File: src/rtl/tdmc_pkg.sv
// Shared types, codes and constants of the timed door motion controller.
`timescale 1ns / 1ps

package tdmc_pkg;

  localparam int unsigned CmdW     = 2;
  localparam int unsigned TimeW    = 32;
  localparam int unsigned TravelW  = 20;
  localparam int unsigned SettleW  = 16;
  localparam int unsigned CfgDataW = 20;
  localparam int unsigned CfgIdxW  = 1;

  localparam logic [CfgIdxW-1:0] CFG_TRAVEL_TIME = 1'b0;
  localparam logic [CfgIdxW-1:0] CFG_SETTLE_TIME = 1'b1;

  localparam logic [TravelW-1:0] TRAVEL_RESET = 20'd10000;
  localparam logic [SettleW-1:0] SETTLE_RESET = 16'd1000;
  localparam logic [SettleW-1:0] SETTLE_MIN   = 16'd250;
  localparam logic [SettleW-1:0] SETTLE_MAX   = 16'd5000;

  typedef enum logic [1:0] {
    CMD_TICK   = 2'd0,
    CMD_OPEN   = 2'd1,
    CMD_CLOSE  = 2'd2,
    CMD_TOGGLE = 2'd3
  } cmd_e;

  typedef enum logic [2:0] {
    M_IDLE_UNKNOWN = 3'd0,
    M_IDLE_OPEN    = 3'd1,
    M_IDLE_CLOSED  = 3'd2,
    M_MOVING_OPEN  = 3'd3,
    M_MOVING_CLOSE = 3'd4,
    M_POSTCLOSE    = 3'd5
  } motion_e;

  typedef enum logic [1:0] {
    POS_UNKNOWN = 2'd0,
    POS_OPEN    = 2'd1,
    POS_CLOSED  = 2'd2
  } pos_e;

  typedef enum logic [1:0] {
    LED_OFF    = 2'd0,
    LED_STEADY = 2'd1,
    LED_FLASH  = 2'd2,
    LED_FADE   = 2'd3
  } led_mode_e;

  typedef struct packed {
    motion_e          motion;
    pos_e             settled;
    logic [TimeW-1:0] start_stamp;
    logic             start_valid;
    logic             motor_enabled;
    logic             drive_open;
  } door_state_t;

  typedef struct packed {
    motion_e   motion_state;
    pos_e      settled_position;
    logic      motor_on;
    logic      motor_dir_open;
    logic      lock_release_pulse;
    logic      lock_engage_pulse;
    led_mode_e led_mode;
    logic      led_red;
  } result_t;

endpackage

File: src/rtl/tdmc_cmd_if.sv
// Command channel carrying one door command beat.
`timescale 1ns / 1ps

interface tdmc_cmd_if;
  logic                         valid;
  logic                         ready;
  logic [tdmc_pkg::CmdW-1:0]    cmd;
  logic [tdmc_pkg::TimeW-1:0]   now_time;

  modport source (output valid, output cmd, output now_time, input ready);
  modport sink (input valid, input cmd, input now_time, output ready);
endinterface

File: src/rtl/tdmc_res_if.sv
// Result channel carrying one actuator drive beat.
`timescale 1ns / 1ps

interface tdmc_res_if;
  logic       valid;
  logic       ready;
  logic [2:0] motion_state;
  logic [1:0] settled_position;
  logic       motor_on;
  logic       motor_dir_open;
  logic       lock_release_pulse;
  logic       lock_engage_pulse;
  logic [1:0] led_mode;
  logic       led_red;

  modport source (
    output valid, output motion_state, output settled_position, output motor_on,
    output motor_dir_open, output lock_release_pulse, output lock_engage_pulse,
    output led_mode, output led_red, input ready
  );
  modport sink (
    input valid, input motion_state, input settled_position, input motor_on,
    input motor_dir_open, input lock_release_pulse, input lock_engage_pulse,
    input led_mode, input led_red, output ready
  );
endinterface

File: src/rtl/tdmc_step.sv
// Next-state and result logic for one door command.
`timescale 1ns / 1ps

module tdmc_step (
  input  tdmc_pkg::door_state_t            cur_i,
  input  logic [tdmc_pkg::TravelW-1:0]     travel_time_i,
  input  logic [tdmc_pkg::SettleW-1:0]     settle_time_i,
  input  tdmc_pkg::cmd_e                   cmd_i,
  input  logic [tdmc_pkg::TimeW-1:0]       now_time_i,
  output tdmc_pkg::door_state_t            nxt_o,
  output tdmc_pkg::result_t                res_o
);

  logic [tdmc_pkg::TimeW-1:0]   elapsed;
  logic [tdmc_pkg::SettleW-1:0] settle_c;
  logic                         travel_done;
  logic                         settle_done;
  logic                         go;
  logic                         to_open;
  logic                         engage;

  assign elapsed     = now_time_i - cur_i.start_stamp;
  assign travel_done = elapsed >= {{(tdmc_pkg::TimeW - tdmc_pkg::TravelW){1'b0}}, travel_time_i};

  always_comb begin
    if (settle_time_i < tdmc_pkg::SETTLE_MIN) begin
      settle_c = tdmc_pkg::SETTLE_MIN;
    end else if (settle_time_i > tdmc_pkg::SETTLE_MAX) begin
      settle_c = tdmc_pkg::SETTLE_MAX;
    end else begin
      settle_c = settle_time_i;
    end
  end

  assign settle_done = elapsed >= {{(tdmc_pkg::TimeW - tdmc_pkg::SettleW){1'b0}}, settle_c};

  always_comb begin
    nxt_o   = cur_i;
    go      = 1'b0;
    to_open = 1'b0;
    engage  = 1'b0;
    unique case (cmd_i)
      tdmc_pkg::CMD_TICK: begin
        unique case (cur_i.motion)
          tdmc_pkg::M_MOVING_OPEN, tdmc_pkg::M_MOVING_CLOSE: begin
            if (!cur_i.start_valid) begin
              nxt_o.start_stamp = now_time_i;
              nxt_o.start_valid = 1'b1;
            end else if (travel_done) begin
              nxt_o.motor_enabled = 1'b0;
              if (cur_i.motion == tdmc_pkg::M_MOVING_OPEN) begin
                nxt_o.start_valid = 1'b0;
                nxt_o.start_stamp = '0;
                nxt_o.settled     = tdmc_pkg::POS_OPEN;
                nxt_o.motion      = tdmc_pkg::M_IDLE_OPEN;
              end else begin
                nxt_o.start_stamp = now_time_i;
                nxt_o.start_valid = 1'b1;
                nxt_o.motion      = tdmc_pkg::M_POSTCLOSE;
              end
            end
          end
          tdmc_pkg::M_POSTCLOSE: begin
            if (settle_done) begin
              nxt_o.start_valid = 1'b0;
              nxt_o.start_stamp = '0;
              nxt_o.settled     = tdmc_pkg::POS_CLOSED;
              nxt_o.motion      = tdmc_pkg::M_IDLE_CLOSED;
              engage            = 1'b1;
            end
          end
          default: begin
          end
        endcase
      end
      tdmc_pkg::CMD_OPEN: begin
        go      = 1'b1;
        to_open = 1'b1;
      end
      tdmc_pkg::CMD_CLOSE: begin
        go      = 1'b1;
        to_open = 1'b0;
      end
      tdmc_pkg::CMD_TOGGLE: begin
        go      = cur_i.motion != tdmc_pkg::M_POSTCLOSE;
        to_open = (cur_i.motion == tdmc_pkg::M_IDLE_CLOSED) ||
                  (cur_i.motion == tdmc_pkg::M_MOVING_CLOSE);
      end
    endcase

    if (go) begin
      nxt_o.start_valid   = 1'b0;
      nxt_o.start_stamp   = '0;
      nxt_o.settled       = tdmc_pkg::POS_UNKNOWN;
      nxt_o.drive_open    = to_open;
      nxt_o.motor_enabled = 1'b1;
      nxt_o.motion        = to_open ? tdmc_pkg::M_MOVING_OPEN : tdmc_pkg::M_MOVING_CLOSE;
    end
  end

  always_comb begin
    res_o.motion_state       = nxt_o.motion;
    res_o.settled_position   = nxt_o.settled;
    res_o.motor_on           = nxt_o.motor_enabled;
    res_o.motor_dir_open     = nxt_o.drive_open;
    res_o.lock_release_pulse = go;
    res_o.lock_engage_pulse  = engage;
    unique case (nxt_o.motion)
      tdmc_pkg::M_IDLE_OPEN, tdmc_pkg::M_IDLE_CLOSED: begin
        res_o.led_mode = tdmc_pkg::LED_OFF;
        res_o.led_red  = 1'b0;
      end
      tdmc_pkg::M_MOVING_OPEN: begin
        res_o.led_mode = tdmc_pkg::LED_FADE;
        res_o.led_red  = 1'b0;
      end
      tdmc_pkg::M_MOVING_CLOSE: begin
        res_o.led_mode = tdmc_pkg::LED_FADE;
        res_o.led_red  = 1'b1;
      end
      tdmc_pkg::M_POSTCLOSE: begin
        res_o.led_mode = tdmc_pkg::LED_STEADY;
        res_o.led_red  = 1'b1;
      end
      default: begin
        res_o.led_mode = tdmc_pkg::LED_FLASH;
        res_o.led_red  = 1'b1;
      end
    endcase
  end

endmodule

File: src/rtl/timed_door_motion_controller.sv
// Top level of the timed door motion controller.
`timescale 1ns / 1ps

// Each command beat is applied to the door state in the cycle it is accepted, and its
// result beat is registered in the output register, or in the skid register while the
// output register holds a pending result. This two-entry output buffer lets the block
// take one command per cycle as long as the skid register is free, so a single stalled
// result does not hold up the command side. Travel and settle times are in the units of
// the tick timestamps and are compared against the wrap-safe difference between the
// current tick and the stored start stamp.
module timed_door_motion_controller (
  input  logic                               clk_i,
  input  logic                               rst_ni,
  tdmc_cmd_if.sink                           cmd_i,
  tdmc_res_if.source                         res_o,
  input  logic                               cfg_we_i,
  input  logic [tdmc_pkg::CfgIdxW-1:0]       cfg_idx_i,
  input  logic [tdmc_pkg::CfgDataW-1:0]      cfg_data_i
);

  logic [tdmc_pkg::TravelW-1:0] travel_q;
  logic [tdmc_pkg::SettleW-1:0] settle_q;
  tdmc_pkg::door_state_t        state_q, state_d;
  tdmc_pkg::result_t            res_d, out_q, skid_q;
  logic                         out_valid_q, skid_valid_q;
  logic                         push, pop;

  always_ff @(posedge clk_i or negedge rst_ni) begin
    if (!rst_ni) begin
      travel_q <= tdmc_pkg::TRAVEL_RESET;
      settle_q <= tdmc_pkg::SETTLE_RESET;
    end else if (cfg_we_i) begin
      unique case (cfg_idx_i)
        tdmc_pkg::CFG_TRAVEL_TIME: travel_q <= cfg_data_i[tdmc_pkg::TravelW-1:0];
        tdmc_pkg::CFG_SETTLE_TIME: settle_q <= cfg_data_i[tdmc_pkg::SettleW-1:0];
      endcase
    end
  end

  tdmc_step u_step (
    .cur_i         (state_q),
    .travel_time_i (travel_q),
    .settle_time_i (settle_q),
    .cmd_i         (tdmc_pkg::cmd_e'(cmd_i.cmd)),
    .now_time_i    (cmd_i.now_time),
    .nxt_o         (state_d),
    .res_o         (res_d)
  );

  assign cmd_i.ready = !skid_valid_q;
  assign push        = cmd_i.valid && !skid_valid_q;
  assign pop         = out_valid_q && res_o.ready;

  always_ff @(posedge clk_i or negedge rst_ni) begin
    if (!rst_ni) begin
      state_q.motion        <= tdmc_pkg::M_IDLE_UNKNOWN;
      state_q.settled       <= tdmc_pkg::POS_UNKNOWN;
      state_q.start_stamp   <= '0;
      state_q.start_valid   <= 1'b0;
      state_q.motor_enabled <= 1'b0;
      state_q.drive_open    <= 1'b0;
    end else if (push) begin
      state_q <= state_d;
    end
  end

  always_ff @(posedge clk_i or negedge rst_ni) begin
    if (!rst_ni) begin
      out_valid_q  <= 1'b0;
      skid_valid_q <= 1'b0;
    end else begin
      if (pop) begin
        if (skid_valid_q) begin
          skid_valid_q <= push;
        end else begin
          out_valid_q <= push;
        end
      end else if (push) begin
        if (out_valid_q) begin
          skid_valid_q <= 1'b1;
        end else begin
          out_valid_q <= 1'b1;
        end
      end
    end
  end

  always_ff @(posedge clk_i) begin
    if (pop) begin
      if (skid_valid_q) begin
        out_q <= skid_q;
        if (push) begin
          skid_q <= res_d;
        end
      end else if (push) begin
        out_q <= res_d;
      end
    end else if (push) begin
      if (out_valid_q) begin
        skid_q <= res_d;
      end else begin
        out_q <= res_d;
      end
    end
  end

  assign res_o.valid              = out_valid_q;
  assign res_o.motion_state       = out_q.motion_state;
  assign res_o.settled_position   = out_q.settled_position;
  assign res_o.motor_on           = out_q.motor_on;
  assign res_o.motor_dir_open     = out_q.motor_dir_open;
  assign res_o.lock_release_pulse = out_q.lock_release_pulse;
  assign res_o.lock_engage_pulse  = out_q.lock_engage_pulse;
  assign res_o.led_mode           = out_q.led_mode;
  assign res_o.led_red            = out_q.led_red;

endmodule
File: src/flat_wrapper.sv
// flat-port wrapper written by rule: the top's interface ports become plain ports
module timed_door_motion_controller_flat 
  (clk_i, rst_ni, cfg_we_i, cfg_idx_i, cfg_data_i, cmd_i_valid, cmd_i_cmd, cmd_i_now_time, cmd_i_ready, res_o_valid, res_o_motion_state, res_o_settled_position, res_o_motor_on, res_o_motor_dir_open, res_o_lock_release_pulse, res_o_lock_engage_pulse, res_o_led_mode, res_o_led_red, res_o_ready);
  tdmc_cmd_if cmd_i_i ();
  tdmc_res_if res_o_i ();
  input  logic clk_i;
  input  logic rst_ni;
  input  logic cfg_we_i;
  input  logic [tdmc_pkg::CfgIdxW-1:0] cfg_idx_i;
  input  logic [tdmc_pkg::CfgDataW-1:0] cfg_data_i;
  input wire logic [$bits(cmd_i_i.valid)-1:0] cmd_i_valid;
  input wire logic [$bits(cmd_i_i.cmd)-1:0] cmd_i_cmd;
  input wire logic [$bits(cmd_i_i.now_time)-1:0] cmd_i_now_time;
  output wire logic [$bits(cmd_i_i.ready)-1:0] cmd_i_ready;
  output wire logic [$bits(res_o_i.valid)-1:0] res_o_valid;
  output wire logic [$bits(res_o_i.motion_state)-1:0] res_o_motion_state;
  output wire logic [$bits(res_o_i.settled_position)-1:0] res_o_settled_position;
  output wire logic [$bits(res_o_i.motor_on)-1:0] res_o_motor_on;
  output wire logic [$bits(res_o_i.motor_dir_open)-1:0] res_o_motor_dir_open;
  output wire logic [$bits(res_o_i.lock_release_pulse)-1:0] res_o_lock_release_pulse;
  output wire logic [$bits(res_o_i.lock_engage_pulse)-1:0] res_o_lock_engage_pulse;
  output wire logic [$bits(res_o_i.led_mode)-1:0] res_o_led_mode;
  output wire logic [$bits(res_o_i.led_red)-1:0] res_o_led_red;
  input wire logic [$bits(res_o_i.ready)-1:0] res_o_ready;
  assign cmd_i_i.valid = cmd_i_valid;
  assign cmd_i_i.cmd = cmd_i_cmd;
  assign cmd_i_i.now_time = cmd_i_now_time;
  assign cmd_i_ready = cmd_i_i.ready;
  assign res_o_valid = res_o_i.valid;
  assign res_o_motion_state = res_o_i.motion_state;
  assign res_o_settled_position = res_o_i.settled_position;
  assign res_o_motor_on = res_o_i.motor_on;
  assign res_o_motor_dir_open = res_o_i.motor_dir_open;
  assign res_o_lock_release_pulse = res_o_i.lock_release_pulse;
  assign res_o_lock_engage_pulse = res_o_i.lock_engage_pulse;
  assign res_o_led_mode = res_o_i.led_mode;
  assign res_o_led_red = res_o_i.led_red;
  assign res_o_i.ready = res_o_ready;
  timed_door_motion_controller u_core (.clk_i(clk_i), .rst_ni(rst_ni), .cmd_i(cmd_i_i), .res_o(res_o_i), .cfg_we_i(cfg_we_i), .cfg_idx_i(cfg_idx_i), .cfg_data_i(cfg_data_i));
endmodule
File: config.mk
export PLATFORM = sky130hd
export DESIGN_NAME = timed_door_motion_controller_flat
export DESIGN_NICKNAME = d
export VERILOG_FILES = /design/src/rtl/tdmc_pkg.sv /design/src/rtl/tdmc_cmd_if.sv /design/src/rtl/tdmc_res_if.sv /design/src/rtl/tdmc_step.sv /design/src/rtl/timed_door_motion_controller.sv /design/src/flat_wrapper.sv
export SDC_FILE = /design/constraint.sdc
export NUM_CORES = 1
export LEC_CHECK = 0
export ABC_CLOCK_PERIOD_IN_PS = 12850
export BUFFER_PORTS_ARGS = -buffer_cell sky130_fd_sc_hd__buf_2
export CORE_MARGIN = 1.5
export CORE_UTILIZATION = 35
export CTS_BUF_LIST = sky130_fd_sc_hd__clkbuf_16
export DETAILED_ROUTE_END_ITERATION = 16
export GPL_TIMING_DRIVEN = 0
export PLACE_DENSITY = 0.62
export SKIP_LAST_GASP = 1
export SYNTH_ARGS = -nofsm -noshare
export SYNTH_HDL_FRONTEND = slang
export SYNTH_SLANG_ARGS = --single-unit
export TNS_END_PERCENT = 30
File: constraint.sdc
create_clock -name clk_i -period 12.85 [get_ports clk_i]
set_clock_uncertainty 0.05 [all_clocks]
set_input_delay 0.6425 -clock clk_i [delete_from_list [all_inputs] [get_ports clk_i]]
set_output_delay 0.6425 -clock clk_i [all_outputs]
set_load 0.03 [all_outputs]
# Word-level counts from Yosys, hierarchy flattened
# Index checks and enable logic that the tools add are counted.
# classes
eq_ne	19
n_mux	37
n_bitwise	1
add_sub_neg	1
n_reduce_logical	21
n_lt_le_gt_ge	4
# op_table
op	n
$mux W12	9
$mux W39	2
$pmux W38 S2	1
$mux W33	2
$mux W40	1
$mux W38	1
$ge A32 B16 Y1	1
$ge A32 B20 Y1	1
$mux W16	2
$sub A32 B32 Y32	1
$gt A16 B13 Y1 const B	1
$lt A16 B8 Y1 const B	1
$eq A3 B2 Y1 const B	4
$eq A3 B3 Y1 const B	4
$mux W1	12
$pmux W3 S4	1
$reduce_and A2 Y1	4
$reduce_and A4 Y1	2
$reduce_bool A2 Y1	4
$mux W3	2
$ne A2 B2 Y1 const B	3
$ne A3 B3 Y1 const B	2
$reduce_or A2 Y1	3
$mux W5	1
15 further kinds	18
# word_totals
in_bits	60
elab_cells	109
ff_bits	102

# Longest topological paths before layout
# Gate-level depths: netlist of the first run.
# logic_depth
word_depth	14
ltp_mapped	23
depth_no_buf	21

# Modules after synthesis
# From an unflattened synthesis of the first run, not the netlist that was laid out.
# unflattened
hier_cells	813
hier_area_um2	8286.7
# by_module_without_submodules
mod	seq_area_each_um2	area_each_um2	n_inst	cells_each
tdmc_step	0.0	4296.6	1	601
timed_door_motion_controller	2686.3	3990.1	1	212

# Worst setup path after synthesis of the first run
# No wires, ideal clock.
# synth_path
kind	reg-to-reg
start	register u_core.settle_q[2] (netlist bit)
end	register u_core.out_q, in the netlist u_core.res_o.led_mode[0] (data pin)
path_buffers	0
t_arrival_ps	4951
stages_incl_launch_ff	20
path_slack_ps	7589
required_time_ps	12540
cell_sequence	dfrtp_1 -> o31ai_1 -> a21oi_1 -> or3_1 -> a2111oi_0 -> nor2b_1 -> and2_1 -> ha_1 -> nand2b_1 -> a21o_1 -> a21o_1 -> a21oi_1 -> o211ai_1 -> a2111oi_0 -> nor4b_2 -> nand3_1 -> a21boi_0 -> o22ai_1 -> a22o_1 -> mux2_4
# synth_rtl
item	line	text
from (decl)	timed_door_motion_controller.sv:22	logic [tdmc_pkg::SettleW-1:0] settle_q;
from (signal assigned)	timed_door_motion_controller.sv:31	settle_q <= tdmc_pkg::SETTLE_RESET;
from (signal assigned)	timed_door_motion_controller.sv:35	tdmc_pkg::CFG_SETTLE_TIME: settle_q <= cfg_data_i[tdmc_pkg::SettleW-1:0];
to (signal assigned)	timed_door_motion_controller.sv:91	out_q <= skid_q;
to (signal assigned)	timed_door_motion_controller.sv:96	out_q <= res_d;
to (signal assigned)	timed_door_motion_controller.sv:102	out_q <= res_d;
to (decl)	timed_door_motion_controller.sv:24	tdmc_pkg::result_t res_d, out_q, skid_q;

==> results of run 1 <==
## layer usage
layer	vias to the layer above	share of wire, %	GRT usage (%)
met5	-	0	0
met1	3000	51	24.6
met3	23	3.9	2.29
met2	144	43	26.4
li1	3254	-	-
met4	0	2.6	7.04
## worst reg2reg max path, delay by kind of cell (launching register included)
family / cells / cell delay [ns]
adder cells (fa/ha/maj): 1 / 0.23
AO/OA/AOI/OAI: 11 / 3.02
flip-flops: 1 / 0.41
multiplexers: 1 / 0.26
AND/OR/NAND/NOR: 6 / 1.54
## cell type report
type | count | area, µm² | share of cell area (%)
inverter | 72 | 270 | 3.08
timing repair buffer | 74 | 395 | 4.51
multi-input combinational | 648 | 4570 | 52.1
tap | 280 | 350 | 4.00
clock inverter | 7 | 78.8 | 0.899
clock buffer | 9 | 225 | 2.57
sequential | 102 | 2690 | 30.6
buffer | 32 | 193 | 2.20
## cell families (layout without fill, tap and decap cells)
logic type | after synthesis | count (layout)
XOR/XNOR | 20 | 20
other | 1 | 3
flip-flops | 102 | 102
AO/OA/AOI/OAI | 245 | 245
adder cells (fa/ha/maj) | 71 | 71
buffers and inverters | 104 | 194
multiplexers | 57 | 57
AND/OR/NAND/NOR | 252 | 252
## worst min path at each step
stage	endpoint	slack (ns)	depth (start not counted)
2_1_floorplan	u_core.res_o.valid$_DFFE_PN0P_	0.30	0
3_3_place_gp	u_core.state_q[0]$_DFFE_PN0P_	0.42	2
3_5_place_dp	u_core.state_q[0]$_DFFE_PN0P_	0.43	2
4_1_cts	u_core.state_q[7]$_DFFE_PN0P_	0.16	1
5_1_grt	u_core.state_q[7]$_DFFE_PN0P_	0.18	1
6_report	u_core.state_q[7]$_DFFE_PN0P_	0.15	1
## power breakdown
part | switching, µW | internal (µW)
Combinational | 490 | 321
Clock | 147 | 139
Sequential | 32.2 | 419
## layout by cell type, fill, tap and decap left out, drive strengths merged, types with 13 or more instances in the layout
cell	n
nor2	47
mux2	24
nand2	116
a21oi	63
dfrtp	67
mux2i	33
inv	75
clkbuf	21
ha	70
a211oi	13
a21o	23
o21ai	70
edfxtp	24
buf	94
## flip-flops by register name, indices dropped and copies added (netlist names)
name and cells:
u_core.skid_q 12, u_core.res_o.motor_dir_open 1, u_core.res_o.led_red 1, u_core.res_o.led_mode 2
u_core.res_o.valid 1, u_core.res_o.lock_engage_pulse 1, u_core.travel_q 20, u_core.res_o.lock_release_pulse 1
u_core.res_o.motor_on 1, u_core.settle_q 16, u_core.res_o.settled_position 2, u_core.res_o.motion_state 3
u_core.state_q 40, u_core.skid_valid_q 1
## stage by stage
stage | cell area (µm²) | cells | worst slack [ns] | total power, µW | hold WS, ns
2_1_floorplan | 7710 | 854 | 7.59 | 1070 | 0.297
3_3_place_gp | 8420 | 1207 | 6.29 | 1250 | 0.416
3_5_place_dp | 8460 | 1208 | 7.08 | 1270 | 0.428
4_1_cts | 8770 | 1224 | 7.02 | 1550 | 0.160
5_1_grt | 8770 | 1224 | 6.51 | 1690 | 0.181
6_report | 8770 | 1224 | 7.10 | 1550 | 0.150
==> impl.org, run 1 <==
** Clock tree
- For the worst-skew pair, the clock arrives at the later sink with an insertion delay of 0.38 ns.
- Clock Sinks :: 102
- Clock-pin slew on the worst setup and hold paths :: 0.08 ns
- CTS placed an instance of sky130_fd_sc_hd__clkbuf_16 at the clock tree root.
- Maximum clock path buffer count :: 2
- Buffers inserted to repair hold after CTS numbered 0.
- TritonCTS built the clock tree.
- Number of setup buffers added after CTS :: 0
- Clock tree synthesis inserted a total of 9 buffers.
- H-tree lvl count :: 3
- After clock tree synthesis, the repair step resized 0 gates.

** Yosys
- The share of the Yosys chip area taken by registers is 34.9%.
- The synthesized design contains 24 enable-type register cells.
- Mean area per synthesized cell :: 9.04 µm²
- Cells taking the most area after synthesis :: sky130_fd_sc_hd__dfrtp_1, sky130_fd_sc_hd__ha_1, sky130_fd_sc_hd__edfxtp_1
- Summing every instance area after synthesis gives 0.00770 mm².
- The Yosys step of the flow raised 0 warnings.
- Largest family of logic cells by synthesized area :: compound AO/OA/AOI/OAI gates
- Mux share of post-synthesis cell area :: 7.85%
- The commonest cells after synthesis are sky130_fd_sc_hd__nand2_1, sky130_fd_sc_hd__inv_1, sky130_fd_sc_hd__ha_1.
- After technology mapping, the gate count stands at 852.
- Proportion of netlist area held by the largest area contributor :: 21.8%
- Simple logic cell fraction of the synthesized area :: 15.8%
- Compound-Gate Fraction of Synth Area :: 21.5%
- Main flop type after synthesis :: sky130_fd_sc_hd__dfrtp_1
- Post-synthesis async set-or-reset flop share :: 76.5%
- Number of synthesized register bits :: 102
- The synthesized netlist devotes 2.27% of its cell area to XOR and XNOR gates.
- Yosys instantiated no cell more often than sky130_fd_sc_hd__nand2_1.
- The biggest area contributor in the post-synthesis netlist is sky130_fd_sc_hd__dfrtp_1.
- After Yosys synthesis, full adders, half adders and majority gates account for 11.6% of the synthesized area.
- The number of different library cells used by synthesis comes to 87.

** Drt
- For this run, design rule violations remaining after detail routing come to 0.
- Detailed-route vias per instance :: 5.25
- The routed design has 18500 µm of wire.
- Iteration-0 DRC count of the detailed router :: 331
- Count of nets left with antenna violations after detail routing :: 0
- Routed length per placed instance :: 15.1 µm
- Number of vias in the routed layout :: 6421
- The pre-antenna-repair detailed-routing pass consisted of 7 iterations.

** Placement
- Final weighted congestion in routability-driven placement :: 0.871
- Placed wire-length estimate after detailed placement :: 14600 µm
- Buffers placed on the I/O ports in this run total 73.

** Global routing
- Number of global-route vias before repair :: 6246
- The first global-routing pass estimated 31400 µm of wire.
- Summed over all layers, the global routing overflow is 0.
- Combined global-route utilization of all metal layers :: 17.3%
- The initial antenna violation count came to 0.
- Entering global routing, the biggest net connects 51 pins.

** Setup path
- Worst reg2reg endpoint :: u_core.res_o.led_mode[0]$_DFFE_PP_
- STA classifies the critical path startpoint as a flip-flop.
- The number of buffers and inverters on the critical path is 0.
- For the worst setup path, the data arrival time is 5.82 ns.
- Worst setup path end :: u_core.res_o.led_mode[0]$_DFFE_PP_
- In this design, the stage delay of the slowest critical-path cell is 0.89 ns.
- Maximum net fanout on the critical path :: 10
- Critical path launch point :: u_core.settle_q[2]$_DFFE_PN0P_
- Across all register-to-register paths, the minimum setup slack is 7.10 ns.
- The worst setup path is captured at a flip-flop.
- Measured in cells, the most critical reg-to-reg path has a length of 19.
- The slowest stage of the critical path is the sky130_fd_sc_hd__a2111oi_2 cell.
- Kind of critical path :: reg -> reg
- Counting buffers and inverters, the worst setup path is 19 cells deep.
- Largest delay share family, worst path :: compound AO/OA/AOI/OAI gates
- Data on the critical path is required at its endpoint by 12.93 ns.
- The worst register-to-register path begins at u_core.settle_q[2]$_DFFE_PN0P_.
- The critical path goes through o31ai_1 > a21oi_1 > or3_1 > a2111oi_2 > nor2b_1 > and2_1 > ha_1 > nand2b_1 > a21o_1 > a21o_1 > a21oi_1 > o211ai_1 > a2111oi_0 > nor4b_2 > nand3_1 > a21boi_0 > o22ai_1 > a22o_1 > mux2_4.

** Die
- The die covers 0.0229 mm².
- The floorplan has 54 rows.
- Core Footprint :: 0.0217 mm²
- Initial core utilization :: 35.5%
- The die is 151 µm tall.
- Measured along the x axis, the die boundary spans 151 µm.
- 74 I/O pins were placed.

** Final layout
- The number of antenna diodes in the final layout is 0.
- Layout cells sized above 1 :: 18.5%
- Final core utilization :: 40.4%
- Number of filler instances in the final layout :: 2173
- In the final design database the tool counted 1070 nets.
- Compared with the post-synthesis result, the final layout area differs by 13.9%.

** Power
- Max VDD drop :: 0.0615 mV
- Power spread over the standard cell area amounts to 176 mW/mm².
- For this design the static power due to leakage is 0.00373 µW.

** STA
- Setup violations remaining at the end of the flow were counted as 0.
- Counting I/O delays and the setup requirement, the final critical path takes 5.75 ns.
- For the final routed database, the setup TNS stands at 0 ns.
- Timing-limited maximum frequency :: 174 MHz
- Setup repair after global routing left no endpoint under its margin.
- Final Max Tran Viols :: 0
- Least-Margin Pin Slew :: 1.10 ns
- Headroom to the max-slew limit :: 26.9%
- The worst path uses 44.7% of the clock period.
- Final Hold Vio Count :: 0

** Status
- Run status :: finished clean

** Min path
- Type of the worst min-delay path :: in -> async

** Job
- Max-cap violations in this run came to 0.
Note: power is estimated with default switching activity, not from simulation.
==> run 2, diff against run 1 <==
--- a/config.mk
+++ b/config.mk
@@ -5,14 +5,14 @@
 export SDC_FILE = /design/constraint.sdc
 export NUM_CORES = 1
 export LEC_CHECK = 0
-export ABC_CLOCK_PERIOD_IN_PS = 12850
+export ABC_CLOCK_PERIOD_IN_PS = 4700
 export BUFFER_PORTS_ARGS = -buffer_cell sky130_fd_sc_hd__buf_2
 export CORE_MARGIN = 1.5
 export CORE_UTILIZATION = 35
 export CTS_BUF_LIST = sky130_fd_sc_hd__clkbuf_16
 export DETAILED_ROUTE_END_ITERATION = 16
 export GPL_TIMING_DRIVEN = 0
-export PLACE_DENSITY = 0.62
+export PLACE_DENSITY = 0.64
 export SKIP_LAST_GASP = 1
 export SYNTH_ARGS = -nofsm -noshare
 export SYNTH_HDL_FRONTEND = slang
==> constraint.sdc (replaced) <==
create_clock -name clk_i -period 4.7 [get_ports clk_i]
set_clock_uncertainty 0.05 [all_clocks]
set_input_delay 0.235 -clock clk_i [delete_from_list [all_inputs] [get_ports clk_i]]
set_output_delay 0.235 -clock clk_i [all_outputs]
set_load 0.03 [all_outputs]
==> run 2 against run 1 <==
Final cell count grew 3.0%. Sequential power grew to 2.7 times the previous value. Largest cell class unchanged. Non-clock buffer count grew 37. Combinational power grew to 3.2 times the previous value. The run now ends with setup timing left.
==> impl.org, run 2 (synthesis results as in run 1) <==
** Status
- Run status :: finished with violations
- The final reports fail on setup timing.

** Setup path
- Broken down by cell family, the worst path's largest delay share belongs to compound AO/OA/AOI/OAI gates.
- The maximum fanout along the worst path came to 3 (-7).
- The number of buffers and inverters on the critical path was 1 (+1).
- The number of gates on the worst path with buffers counted was 19 (unchanged).
- The worst setup path is captured at a flip-flop.
- The worst setup path is of the reg -> reg kind.
- Startpoint of the most critical register-to-register path :: u_core.settle_q[2]$_DFFE_PN0P_
- Required time of the critical path :: 4.77 ns (-8.16 ns)
- Reg2Reg Setup Slack :: -0.08 ns (-7.18 ns)
- Worst reg2reg endpoint :: u_core.res_o.led_mode[0]$_DFFE_PP_
- STA classifies the critical path startpoint as a flip-flop.
- Arrival time of data at the critical path endpoint :: 4.85 ns (-0.97 ns)
- Among all stages on the critical path, the largest delay is contributed by sky130_fd_sc_hd__a2111oi_4.
- The cell that appears most often on the critical path is sky130_fd_sc_hd__a21o_1.
- The critical path goes through o31ai_2 > a21oi_1 > or3_4 > a2111oi_4 > nor2b_4 > and2_4 > ha_4 > nand2b_4 > a21o_1 > a21o_1 > a21oi_2 > o211ai_1 > a2111oi_2 > nor4b_4 > buf_6 > a31oi_4 > o311a_1 > a22o_1 > mux2_4.
- The largest incremental delay on the critical path is 0.42 ns (-0.47 ns).
- Reg2Reg Depth :: 19 (unchanged)

** Clock tree
- CTS tree :: built
- The root buffer cell chosen for the clock tree is sky130_fd_sc_hd__clkbuf_16.
- Maximum clock path buffer count :: 2 (unchanged)
- The clock slew at the register clock pins of the worst setup and hold paths is 0.09 ns (about the same).
- H-tree lvl count :: 3 (unchanged)
- The insertion delay to the later sink of the worst-skew pair is 0.37 ns (about the same).
- Clock Sinks :: 102 (unchanged)
- CTS buffer count :: 9 (unchanged)

** Global routing
- The initial antenna violation count is 0 (unchanged).
- First-pass GRT wire length :: 31800 µm (+1.5%)
- The total congestion overflow came to 0 (unchanged).
- Number of global-route vias before repair :: 6384 (+2.2%)
- Largest net degree at the start of global routing :: 52 (+2.0%)
- Combined global-route utilization of all metal layers :: 17.5% (+0.19 points)

** Placement
- Final weighted congestion in routability-driven placement :: 0.892 (+2.4%)
- Worst setup timing slack at the placement stage :: -0.756 ns (-7.84 ns)
- Cell Area, Placed :: 0.00848 mm² (+0.15%)
- Placed wire-length estimate after detailed placement :: 14700 µm (+0.41%)
- Port buffer count :: 73 (unchanged)

** STA
- The minimum period implied by the final worst setup slack came to 4.78 ns (-0.971 ns).
- The worst hold slack after final layout came to 0.0227 ns (-0.127 ns).
- The part of the cycle the worst path needs was 102% (+57 points).
- The slew at the pin with the worst max-slew slack came to 1.06 ns (-0.0339 ns).
- Final Max Tran Viols :: 0 (unchanged)
- The worst setup margin is -0.0774 ns (-7.18 ns).
- Timing-limited maximum frequency :: 209 MHz (+20%)
- Total negative setup slack :: -0.237 ns (-0.237 ns)
- The number of endpoints with negative hold slack in the final report came to 0 (unchanged).
- Setup violators final :: 7 (+7)
- Setup repair after global routing could not meet its margin everywhere.
- The max-slew headroom at the worst pin was 29.1% (+2.3 points).

** Min path
- The path class of the tightest hold or removal check is in -> reg.
- The startpoint identified for the worst hold timing path is cfg_data_i[19].
- Counting instances, the worst hold path has a depth of 3.
- The path with the worst hold slack has its endpoint at u_core.travel_q[19]$_DFFE_PN0P_.

** Final layout
- The number of nets in the layout is 1107 (+3.5%).
- The fraction of the core area covered by cells at the end of the flow came to 43.8% (+3.3 points).
- Largest registers :: u_core.state_q x40, u_core.travel_q x20, u_core.settle_q x16
- Most common cell after layout, fill and taps aside :: sky130_fd_sc_hd__nand2_1
- The top cell types in the final layout, fill and taps aside, are sky130_fd_sc_hd__nand2_1, sky130_fd_sc_hd__buf_2, sky130_fd_sc_hd__inv_1.
- The proportion of layout cells with a drive suffix above 1 is 25.8% (+7.3 points).
- Finished Cell Area :: 0.00949 mm² (+8.2%)
- The area occupied by multi-input gates was 0.00490 mm² (+7.3%).
- Ranked by flip-flop count, first place goes to u_core.state_q.
- Number of flip-flops in the largest register :: 40 (unchanged)
- The number of antenna cells inserted was 0 (unchanged).
- Area occupied by registers :: 0.00269 mm² (unchanged)
- The total of fill cells in the finished design came to 2140 (-1.5%).
- The area growth from synthesis to layout is 23.3%.

** Die
- The effective utilization at floorplan was 35.5% (unchanged).
- Area enclosed by the die boundary :: 0.0229 mm² (unchanged)
- Vertical extent of the die :: 151 µm (unchanged)
- Core Footprint :: 0.0217 mm² (unchanged)
- Placement Rows :: 54 (unchanged)
- Die boundary width :: 151 µm (unchanged)
- The count of pins on the block boundary came to 74 (unchanged).

** Drt
- The routed via count divided by cell count was 5.30 (+0.94%).
- Number of vias in the routed layout :: 6677 (+4.0%)
- Count of nets left with antenna violations after detail routing :: 0 (unchanged)
- The number of optimization iterations in the first detailed-route pass is 5 (-2).
- The routed wirelength normalized by instance count came to 15.7 µm (+3.5%).
- The number of violations reported at the end of detailed-routing iteration 0 was 391 (+18%).
- The DRC violations left is 0 (unchanged).
- The total length of routed wires is 19800 µm (+6.7%).

** Power
- The internal cell power is 2610 µW (+200%).
- Fraction of power spent switching nets :: 43.0% (-0.20 points)
- Proportion of power drawn by the clock network :: 16.9% (-1.5 points)
- Total leakage power :: 0.00402 µW (+7.8%)
- The peak supply drop is 0.199 mV (+220%).
- The combinational share of power is 56.1% (+3.7 points).
- The share of total power in sequential cells was 27.0% (-2.1 points).
- Net Switching :: 1970 µW (+200%)
- The power density over the cells came to 483 mW/mm² (+170%).

** Job
- The max-cap violation count was 0 (unchanged).
-- run 2: layout make-up --
| class | count | area share [%] |
|---|---|---|
| multi-input combinational | 648 | 51.7 |
| inverter | 72 | 2.85 |
| clock inverter | 7 | 0.778 |
| timing repair buffer | 111 | 7.75 |
| tap | 280 | 3.69 |
| buffer | 32 | 2.60 |
| sequential | 102 | 28.3 |
| clock buffer | 9 | 2.37 |
-- run 2: worst reg2reg max path, delay by kind of cell (launching register included) --
| kind | cells | cell delay, ns |
|---|---|---|
| mux | 1 | 0.26 |
| buf+inv | 1 | 0.17 |
| flops | 1 | 0.41 |
| fa+ha+maj | 1 | 0.19 |
| simple gates | 5 | 1.13 |
| compound gates | 11 | 2.35 |
-- run 2: power by group through the flow --
stage / sequential, µW / combinational [µW] / clock [µW]
final: 1240 / 2570 / 776
after global routing: 1260 / 2880 / 822
after CTS: 1240 / 2370 / 789
after detailed placement: 1250 / 2220 / 0
after global placement: 1250 / 2160 / 0
after floorplan: 1330 / 1600 / 0
-- run 2: stage by stage --
step | power, µW | cells
3_5_place_dp | 3470 | 1208
4_1_cts | 4400 | 1241
6_report | 4590 | 1261
2_1_floorplan | 2930 | 854
5_1_grt | 4960 | 1261
3_3_place_gp | 3410 | 1207
-- run 2: how the worst max path moves through the flow --
stage | start | end | slack (ns)
3_3_place_gp | u_core.settle_q[2]$_DFFE_PN0P_ | u_core.res_o.led_mode[0]$_DFFE_PP_ | -0.71
3_5_place_dp | u_core.settle_q[2]$_DFFE_PN0P_ | u_core.res_o.led_mode[0]$_DFFE_PP_ | -0.76
2_1_floorplan | u_core.settle_q[2]$_DFFE_PN0P_ | u_core.res_o.led_mode[0]$_DFFE_PP_ | 0.12
6_report | u_core.settle_q[2]$_DFFE_PN0P_ | u_core.res_o.led_mode[0]$_DFFE_PP_ | -0.08
5_1_grt | u_core.state_q[3]$_DFFE_PN0P_ | u_core.res_o.led_red$_DFFE_PP_ | -0.30
4_1_cts | u_core.settle_q[1]$_DFFE_PN0P_ | u_core.res_o.led_mode[0]$_DFFE_PP_ | -0.17
-- run 2: routing by layer --
metal  part of all wire [%]  track usage (%)  up-vias
met4                    2.1             4.66        0
met3                    4.1             3.16       21
li1                       -                -     3320
met5                      0                0        -
met2                     45             27.6      168
met1                     48             24.5     3168
-- run 2: timing repair --
| item | CTS | global route |
|---|---|---|
| buffers inserted | 16 | 17 |
| hold buffers | 1 | 0 |
| pin swaps | 24 | 28 |
| endpoints found under the setup margin | 56 | 55 |
| endpoints found under the hold margin | 27 | 0 |
| cloned | 0 | 3 |
| resized for setup | 36 | 44 |
==> run 3, diff against run 2 <==
--- a/config.mk
+++ b/config.mk
@@ -8,11 +8,11 @@
 export ABC_CLOCK_PERIOD_IN_PS = 4700
 export BUFFER_PORTS_ARGS = -buffer_cell sky130_fd_sc_hd__buf_2
 export CORE_MARGIN = 1.5
-export CORE_UTILIZATION = 35
+export CORE_UTILIZATION = 55
 export CTS_BUF_LIST = sky130_fd_sc_hd__clkbuf_16
 export DETAILED_ROUTE_END_ITERATION = 16
 export GPL_TIMING_DRIVEN = 0
-export PLACE_DENSITY = 0.64
+export PLACE_DENSITY = 0.88
 export SKIP_LAST_GASP = 1
 export SYNTH_ARGS = -nofsm -noshare
 export SYNTH_HDL_FRONTEND = slang
==> constraint.sdc (replaced) <==
create_clock -name clk_i -period 4.7 [get_ports clk_i]
set_clock_uncertainty 0.05 [all_clocks]
set_input_delay 0.235 -clock clk_i [delete_from_list [all_inputs] [get_ports clk_i]]
set_output_delay 0.235 -clock clk_i [all_outputs]
set_load 0.1 [all_outputs]
==> run 3 against run 2 <==
The run still ends with setup timing left. Total power rose by 7.2%. Maximum frequency fell by 3.5%. Hold slack improved by 0.025 ns. Critical path depth rose by 4. Sequential share of layout area rose by 0.54 points. Routed wire length rose by 2.8%. Via count rose by 6.3%. Global-route usage rose by 8.9 points. Utilization rose by 24 points. Clock power fell by 6.6%.
==> impl.org, run 3 (synthesis results as in run 1) <==
** Status
- Run status :: finished with violations
- Violated checks :: setup timing

** STA
- Headroom to the max-slew limit :: 25.5% (-3.6 points)
- Post-route fraction of the period consumed by the critical path :: 105% (+3.6 points)
- The worst hold slack after final layout is 0.0478 ns (+0.0251 ns).
- The total count of max-transition violations in the final report came to 0 (unchanged).
- Timing-limited maximum frequency :: 202 MHz (-3.5%)
- Worst Slack Setup Final :: -0.248 ns (-0.171 ns)
- Least-Margin Pin Slew :: 1.12 ns (+0.0544 ns)
- Setup violators final :: 15 (+8)
- The minimum period implied by the final worst setup slack is 4.95 ns (+0.171 ns).
- Final Hold Vio Count :: 0 (unchanged)
- Setup repair after global routing missed its margin :: yes

** Global routing
- Combined global-route utilization of all metal layers :: 26.4% (+8.9 points)
- Largest net degree at the start of global routing :: 52 (unchanged)
- The initial antenna violation count was 0 (unchanged).
- The number of global-route vias before repair is 6488 (+1.6%).
- The met3 track utilization from global routing was 4.42% (+1.3 points).
- Total congestion overflow :: 0 (unchanged)
- The met2 demand-to-capacity share in global routing came to 42.9% (+15 points).
- Gr busiest metal :: met2
- Global-route met1 utilization :: 35.1% (+11 points)
- First-pass GRT wire length :: 31000 µm (-2.7%)

** Power
- The static leakage is 0.00399 µW (-0.66%).
- The power density over the cells came to 528 mW/mm² (+9.2%).
- The peak supply drop was 0.267 mV (+34%).

** Clock tree
- Maximum clock path buffer count :: 2 (unchanged)
- The clock slew at the register clock pins of the worst setup and hold paths was 0.07 ns (-0.02 ns).
- The tree is rooted in a sky130_fd_sc_hd__clkbuf_16.
- CTS tree :: built
- The insertion delay to the later sink of the worst-skew pair was 0.37 ns (about the same).
- The maximum level of the CTS H-tree came to 3 (unchanged).
- CTS buffer count :: 9 (unchanged)
- Clock Sinks :: 102 (unchanged)

** Drt
- Routed length per placed instance :: 17.6 µm (+12%)
- Number of vias in the routed layout :: 7096 (+6.3%)
- The number of nets with antenna violations after routing came to 0 (unchanged).
- DRC violation count after routing :: 0 (unchanged)
- The total length of routed wires is 20300 µm (+2.8%).
- The number of optimization iterations in the first detailed-route pass is 7 (+2).
- The number of violations reported at the end of detailed-routing iteration 0 is 747 (+91%).
- Detailed-route vias per instance :: 6.14 (+16%)

** Setup path
- Kind of critical path :: reg -> reg
- The worst setup path is launched from a flip-flop.
- Startpoint of the most critical register-to-register path :: u_core.state_q[3]$_DFFE_PN0P_
- List of cells traversed by the critical path :: ha_2 > buf_4 > buf_4 > nor2b_4 > o2111ai_4 > a21oi_4 > nor2_1 > xnor2_1 > ha_1 > a21o_1 > a21o_1 > a21oi_2 > o311a_1 > a211oi_2 > o21ai_1 > nor4bb_4 > buf_4 > a21bo_4 > o41ai_4 > buf_4 > o311a_1 > a22o_1 > mux2_4
- Category of the worst setup path capture point :: flip-flop
- Arrival time of data at the critical path endpoint :: 5.02 ns (+0.17 ns)
- The most critical setup path has its startpoint at u_core.state_q[3]$_DFFE_PN0P_.
- For this design, the slowest cell found on the critical path is sky130_fd_sc_hd__dfrtp_1.
- The largest incremental delay on the critical path came to 0.39 ns (-0.03 ns).
- Required time of the critical path :: 4.77 ns (about the same)
- Maximum net fanout on the critical path :: 5 (+2)
- By instance count, the cell type seen most on the critical path is sky130_fd_sc_hd__buf_4.

** Min path
- The worst hold path belongs to the class in -> reg.
- Launch point of the worst hold path :: cfg_data_i[3]

** Final layout
- Synthesis-to-finish area growth :: 21.0%
- Number of filler instances in the final layout :: 1021 (-52%)
- The proportion of layout cells with a drive suffix above 1 was 25.7% (-0.046 points).
- The area occupied by multi-input gates came to 0.00492 mm² (+0.28%).
- Leaving out fill and tap cells, the most frequent cell in the layout is sky130_fd_sc_hd__nand2_1.
- The number of flip-flops in the largest register came to 40 (unchanged).
- Final standard cell count with taps included and fillers excluded :: 1155 (-8.4%)
- The largest registers in the layout are u_core.state_q x40, u_core.travel_q x20, u_core.settle_q x16.
- Counting flops per register, the top entry is u_core.state_q.
- The fraction of the core area covered by cells at the end of the flow was 67.6% (+24 points).
- The top cell types in the final layout, fill and taps aside, are sky130_fd_sc_hd__nand2_1, sky130_fd_sc_hd__buf_2, sky130_fd_sc_hd__inv_1.
- The number of antenna cells inserted is 0 (unchanged).
- Area occupied by registers :: 0.00269 mm² (unchanged)
- The number of nets in the layout is 1101 (-0.54%).

** Die
- The chip height came to 121 µm (-20%).
- Die boundary width :: 121 µm (-20%)
- Initial core utilization :: 55.9% (+20 points)
- Placement Rows :: 43 (-20%)
- I/O pin count :: 74 (unchanged)
- Area enclosed by the die boundary :: 0.0147 mm² (-36%)
- The core footprint was 0.0138 mm² (-36%).

** Placement
- Number of placed instances, taps included :: 1108 (-8.3%)
- Final weighted congestion in routability-driven placement :: 0.908 (+1.8%)
- Port buffer count :: 73 (unchanged)
- The half-perimeter wire length of the detailed placement result came to 13900 µm (-5.7%).

** Job
- The max-cap violation count was 0 (unchanged).
run 3: routing by layer:
metal | share of wire, % | vias up
li1 | - | 3313
met1 | 43 | 3356
met2 | 47 | 358
met3 | 6.1 | 69
met4 | 4.1 | 0
met5 | 0 | -
run 3: path summary, 6_finish.rpt:
kind                                                           end  slack, ns  cells past startpoint
worst min register to register       u_core.state_q[0]$_DFFE_PN0P_       0.46                      2
worst max-delay path            u_core.res_o.led_mode[0]$_DFFE_PP_      -0.25                     23
min in group asynchronous           u_core.state_q[23]$_DFFE_PN0P_       0.29                      2
worst min-delay path                u_core.travel_q[3]$_DFFE_PN0P_       0.05                      3
worst max register to register  u_core.res_o.led_mode[0]$_DFFE_PP_      -0.25                     23
max in group asynchronous          u_core.travel_q[13]$_DFFE_PN1P_       3.67                      3
run 3: area by class of cell:
cell class | count | area share [%]
Buffer | 30 | 2.30
Clock buffer | 9 | 2.42
Clock inverter | 7 | 0.524
Inverter | 72 | 2.90
Multi-Input combinational cell | 648 | 52.8
Sequential cell | 102 | 28.8
Tap cell | 180 | 2.42
Timing Repair Buffer | 107 | 7.80
run 3: critical path: cells and delay by family (launching register included):
kind,cells,cell delay [ns]
xor+xnor,1,0.32
simple gates,3,0.46
flops,1,0.39
compound gates,12,2.08
fa+ha+maj,2,0.53
buf+inv,4,0.59
mux,1,0.25
run 3: repair_timing:
item,CTS,global route
setup buffers,16,16
endpoints found under the hold margin,27,0
resized for setup,35,42
cloned,3,0
hold buffers,1,0
endpoints found under the setup margin,55,57
pin swaps,20,24
run 3: power by group:
group | internal [µW] | switching [µW]
sequential | 1150 | 101
combinational | 1120 | 1830
clock | 361 | 364
run 3: metrics by stage:
| stage | power [µW] | cell area, µm² | worst slack [ns] | setup TNS, ns |
|---|---|---|---|---|
| global route | 5200 | 9310 | -0.470 | -8.31 |
| CTS | 4600 | 8980 | -0.186 | -1.71 |
| global placement | 3620 | 8320 | -0.596 | -19.87 |
| finish | 4920 | 9310 | -0.248 | -1.51 |
| detailed placement | 3720 | 8350 | -0.677 | -22.29 |
| floorplan | 3190 | 7730 | 0.122 | 0 |
